`src/design/gtr_pkg.sv`:
```
// Shared constants and types for the geocentric/topocentric rotation block.
// No dependencies; compiled first.
package gtr_pkg;

  // trig registers are fixed-width Q2.x words
  localparam int TRIG_W     = 32;
  // partial product chunk width of the wide multipliers
  localparam int CHUNK_W    = 32;
  localparam int CFG_IDX_W  = 8;
  localparam int CFG_DATA_W = 64;
  localparam int LANES      = 3;

  // configuration register indexes
  localparam logic [CFG_IDX_W-1:0] REG_SIN_LON  = 8'd0;
  localparam logic [CFG_IDX_W-1:0] REG_COS_LON  = 8'd1;
  localparam logic [CFG_IDX_W-1:0] REG_SIN_LAT  = 8'd2;
  localparam logic [CFG_IDX_W-1:0] REG_COS_LAT  = 8'd3;
  localparam logic [CFG_IDX_W-1:0] REG_ORIGIN_X = 8'd4;
  localparam logic [CFG_IDX_W-1:0] REG_ORIGIN_Y = 8'd5;
  localparam logic [CFG_IDX_W-1:0] REG_ORIGIN_Z = 8'd6;
  localparam logic [CFG_IDX_W-1:0] REG_INVERSE  = 8'd7;

  // reset value of the cosine registers (1.0 in Q2.30; cos_lat is unsigned Q1.30)
  localparam logic signed [TRIG_W-1:0] COS_LON_RST = 32'sd1073741824;
  localparam logic [TRIG_W-2:0]        COS_LAT_RST = 31'd1073741824;

  typedef struct packed {
    logic clamp_hi;
    logic clamp_lo;
  } lane_flags_t;

endpackage

```
`src/design/gtr_if.sv`:
```


interface gtr_res_if #(parameter int W = 40) ();
  logic                valid;
  logic                ready;
  logic signed [W-1:0] out_a;
  logic signed [W-1:0] out_b;
  logic signed [W-1:0] out_c;
  logic                saturated;

  modport source (output valid, output out_a, output out_b, output out_c,
                  output saturated, input ready);
  modport sink   (input valid, input out_a, input out_b, input out_c,
                  input saturated, output ready);
endinterface


```
`src/design/gtr_merge.sv`:
```
// Merge stage: collects the three lane results into the output register.
// Depends on gtr_pkg and gtr_if.
module gtr_merge #(
  parameter int COORD_WIDTH = 40
) (
  input  logic                          clk,
  input  logic                          rst,
  input  logic                          vld_in,
  input  logic signed [COORD_WIDTH-1:0] value [3],
  input  gtr_pkg::lane_flags_t          flags [3],
  output logic                          adv,
  gtr_res_if.source                     res
);
  import gtr_pkg::*;

  logic any_clamp;

  // pipeline moves whenever the output register is free or being emptied
  assign adv = ~res.valid | res.ready;

  always_comb begin
    any_clamp = 1'b0;
    for (int i = 0; i < LANES; i++) begin
      any_clamp = any_clamp | flags[i].clamp_hi | flags[i].clamp_lo;
    end
  end

  always_ff @(posedge clk) begin
    if (rst) begin
      res.valid <= 1'b0;
    end else if (adv) begin
      res.valid <= vld_in;
    end
  end

  always_ff @(posedge clk) begin
    if (adv && vld_in) begin
      res.out_a     <= value[0];
      res.out_b     <= value[1];
      res.out_c     <= value[2];
      res.saturated <= any_clamp;
    end
  end

endmodule

```
`src/flat_wrapper.sv`:
```
// flat-port wrapper written by rule: the top's interface ports become plain ports
module gtr_merge_flat import gtr_pkg::*;
#(
  parameter int COORD_WIDTH = 40
)
  (clk, rst, vld_in, value, flags, adv, res_valid, res_out_a, res_out_b, res_out_c, res_saturated, res_ready);
  gtr_res_if res_i ();
  input  logic clk;
  input  logic rst;
  input  logic vld_in;
  input  logic signed [COORD_WIDTH-1:0] value[3];
  input  gtr_pkg::lane_flags_t flags[3];
  output logic adv;
  output wire logic [$bits(res_i.valid)-1:0] res_valid;
  output wire logic [$bits(res_i.out_a)-1:0] res_out_a;
  output wire logic [$bits(res_i.out_b)-1:0] res_out_b;
  output wire logic [$bits(res_i.out_c)-1:0] res_out_c;
  output wire logic [$bits(res_i.saturated)-1:0] res_saturated;
  input wire logic [$bits(res_i.ready)-1:0] res_ready;
  assign res_valid = res_i.valid;
  assign res_out_a = res_i.out_a;
  assign res_out_b = res_i.out_b;
  assign res_out_c = res_i.out_c;
  assign res_saturated = res_i.saturated;
  assign res_i.ready = res_ready;
  gtr_merge #(.COORD_WIDTH(COORD_WIDTH)) u_core (.clk(clk), .rst(rst), .vld_in(vld_in), .value(value), .flags(flags), .adv(adv), .res(res_i));
endmodule
```
`config.mk`:
```
export PLATFORM = sky130hd
export DESIGN_NAME = gtr_merge_flat
export DESIGN_NICKNAME = d
export VERILOG_FILES = /design/src/design/gtr_pkg.sv /design/src/design/gtr_if.sv /design/src/design/gtr_merge.sv /design/src/flat_wrapper.sv
export SDC_FILE = /design/constraint.sdc
export NUM_CORES = 1
export LEC_CHECK = 0
export ABC_AREA = 1
export BUFFER_PORTS_ARGS = -buffer_cell sky130_fd_sc_hd__buf_4
export CORE_AREA = 2 2 100 102
export CTS_BUF_LIST = sky130_fd_sc_hd__clkbuf_8
export CTS_CLUSTER_SIZE = 24
export DETAILED_ROUTE_END_ITERATION = 16
export DIE_AREA = 0 0 102 104
export PLACE_DENSITY_LB_ADDON = 0.15
export SYNTH_ARGS = -nofsm -noshare
export SYNTH_HDL_FRONTEND = slang
export SYNTH_SLANG_ARGS = --single-unit
```
`constraint.sdc`:
```
create_clock -name clk -period 24 [get_ports clk]
set_input_delay 4.8 -clock clk [delete_from_list [all_inputs] [get_ports clk]]
set_output_delay 4.8 -clock clk [all_outputs]
set_load 0.02 [all_outputs]
```
==> flow_summary.toml <==
[outcome]
status = "complete, no violations"

[worst_hold_path]
hold_path.class = "flip-flop to flip-flop"

[synthesis]
syn_inst = 131
synth_nets = 261
seq_area_frac_synth = 0.988
yosysWarnings = 0
syn_area_um2 = 3700
syn_area_per_cell_um2 = 28.2
synth_cell_types = 9
synth-seq-cells = 122

[cts]
cts_tree = "done"
clk_pin_slew_ps = 70
clock-sinks = 122
clk_latency_ps = 410
post_cts_resized = 0
holdBufCountCts = 0
cts_setup_buffers = 0
clock_path_buffers = 2
numCtsBuffers = 17
htreeDepth = 4
root_buffer = "clkbuf_8"

[finish]
nets = 534
syn2layout_area_growth_pct = 67.6
n_antenna_cell = 0
drive_gt1_frac = 0.686
stdcell_count = 550
post-route-cell-area_um2 = 6200
utilization = 0.649

[worst_setup_path]
cp-endpoint = "adv"
required_ps = 19200
endpoint_kind = "output port"
critical_path_class = "input port to output port"
critical_path_peak_fanout = 2
reg2reg_from = "u_core.res.valid$_SDFFE_PP0P_"
critPathSlowestCell = "buf_4"
arrival_ps = 5210
cp-start-kind = "input port"
reg2regPathDepth = 3
rrSetupSlack_ps = 21340
crit_top_cell = "buf_4"
crit_chain = "buf_4, inv_2, nand2_2, buf_4"
cpPeakStageDelay_ps = 160
reg2reg_to = "u_core.res.out_a[21]$_DFFE_PP_"
startpoint = "res_ready"

[grt]
grt_usage = 0.165
grt_max_degree = 52
grt_pass1_vias = 2382
antenna_found_initial = 0
grt_overflow = 0
grt_first_pass_wirelength_um = 12600

[sta]
rsz0062_at_grt = "no"
max_slew_margin = 0.509
period_needed_ps = 10010
finClkSkew_ps = 5.24
slew_viol_final = 0
fin_setup_tns_ps = 0
final.period_utilization = 0.417
whs_ps = 541
worstMarginPinSlew_ps = 735
fmax_mhz = 99.9
finalHoldViolations = 0
setup_violations = 0

[routing]
antenna_left = 0
routed_via_density = 4.25
routed_wl_um = 8850
drt-wirelength-per-cell_um = 16.1
drt_iter0_markers = 114
firstDrtPassIters = 4
vias = 2336
drcViolationCount = 0

[power]
leakagePower_nw = 2.62
power.density_nw_per_um2 = 80.0
ir_worst_vdd_uv = 42.5

[floorplan]
die_x_um = 102
core_um2 = 9550
num_rows = 36
die_h_um = 104
die-area_um2 = 10600
initial_core_util = 0.387
io_pins = 253

[job]
max-cap-violations = 0

[place]
dp.cells = 518
dpl_cell_area_um2 = 5780
io_buffers = 252
gp_congestion = 0.738
## logic make-up (layout without fill, tap and decap cells)
| logic type | Yosys count | after routing | synth area share |
|---|---|---|---|
| flops | 122 | 122 | 0.988 |
| compound gates | 2 | 2 | 0.00372 |
| buf+inv | 2 | 288 | 0.00203 |
| simple gates | 5 | 5 | 0.00609 |
## synth_stat cells
cell type    n  share of area
edfxtp_1   121           0.98
nor2_1       3         0.0030
a21oi_1      1         0.0014
a21oi_2      1         0.0024
dfxtp_1      1         0.0054
inv_1        1         0.0010
inv_2        1         0.0010
nand2_2      1         0.0017
nand3_1      1         0.0014
## critical path, delay by kind of cell
kind / cells / cell delay (ps)
buf+inv: 3 / 340
simple gates: 1 / 60
## where the power goes
group	internal, mW	switching (mW)
Combinational	0.0275	0.0280
Sequential	0.249	0.00349
Clock	0.111	0.0762
Total	0.388	0.108
## layout by cell type (no fill, tap or decap)
cell type   netlist  layout
buf_4             0     254
edfxtp_1        121     121
clkbuf_8          0      17
clkinv_1          0       4
bufinv_16         0       4
nor2_1            3       3
clkinvlp_4        0       3
clkinv_2          0       3
inv_2             1       1
nand2_2           1       1
nand3_1           1       1
inv_1             1       1
a21oi_2           1       1
a21oi_4           0       1
clkinv_4          0       1
dfxtp_1           1       1
## flip-flops by register name, indices dropped and copies added (netlist names)
name and count:
u_core.res.out_b 40, u_core.res.out_a 40, u_core.res.out_c 40, u_core.res.saturated 1, u_core.res.valid 1
## metal layers
layer | track usage | share of wire | up-vias
met3 | 0.0941 | 0.14 | 14
met4 | 0.0857 | 0.022 | 0
met1 | 0.161 | 0.32 | 1081
li1 | - | - | 1075
met2 | 0.275 | 0.51 | 166
met5 | 0 | 0 | -
## per-stage QoR
stage                     setup WS (ps)  total power, mW
after floorplan                   12670            0.280
after global placement            13990            0.313
after detailed placement          13980            0.314
after CTS                         13980            0.501
after global routing              13970            0.514
final                             13990            0.496
## how the worst min path moves through the flow
stage,start,end,slack (ps),depth (start not counted)
after floorplan,u_core.res.valid$_SDFFE_PP0P_,u_core.res.valid$_SDFFE_PP0P_,640,2
after global placement,u_core.res.valid$_SDFFE_PP0P_,u_core.res.valid$_SDFFE_PP0P_,530,2
after detailed placement,u_core.res.valid$_SDFFE_PP0P_,u_core.res.valid$_SDFFE_PP0P_,530,2
after CTS,u_core.res.valid$_SDFFE_PP0P_,u_core.res.valid$_SDFFE_PP0P_,550,2
after global routing,u_core.res.valid$_SDFFE_PP0P_,u_core.res.valid$_SDFFE_PP0P_,570,2
final,u_core.res.valid$_SDFFE_PP0P_,u_core.res.valid$_SDFFE_PP0P_,540,2
## cell type report
type                       count  area, µm²
multi-input combinational      7       47.5
inverter                       2       7.51
clock inverter                15        181
timing repair buffer         254       1910
tap                          133        166
sequential                   122       3650
clock buffer                  17        234
fill                         730       3350
Note: power is estimated with default switching activity, not from simulation.
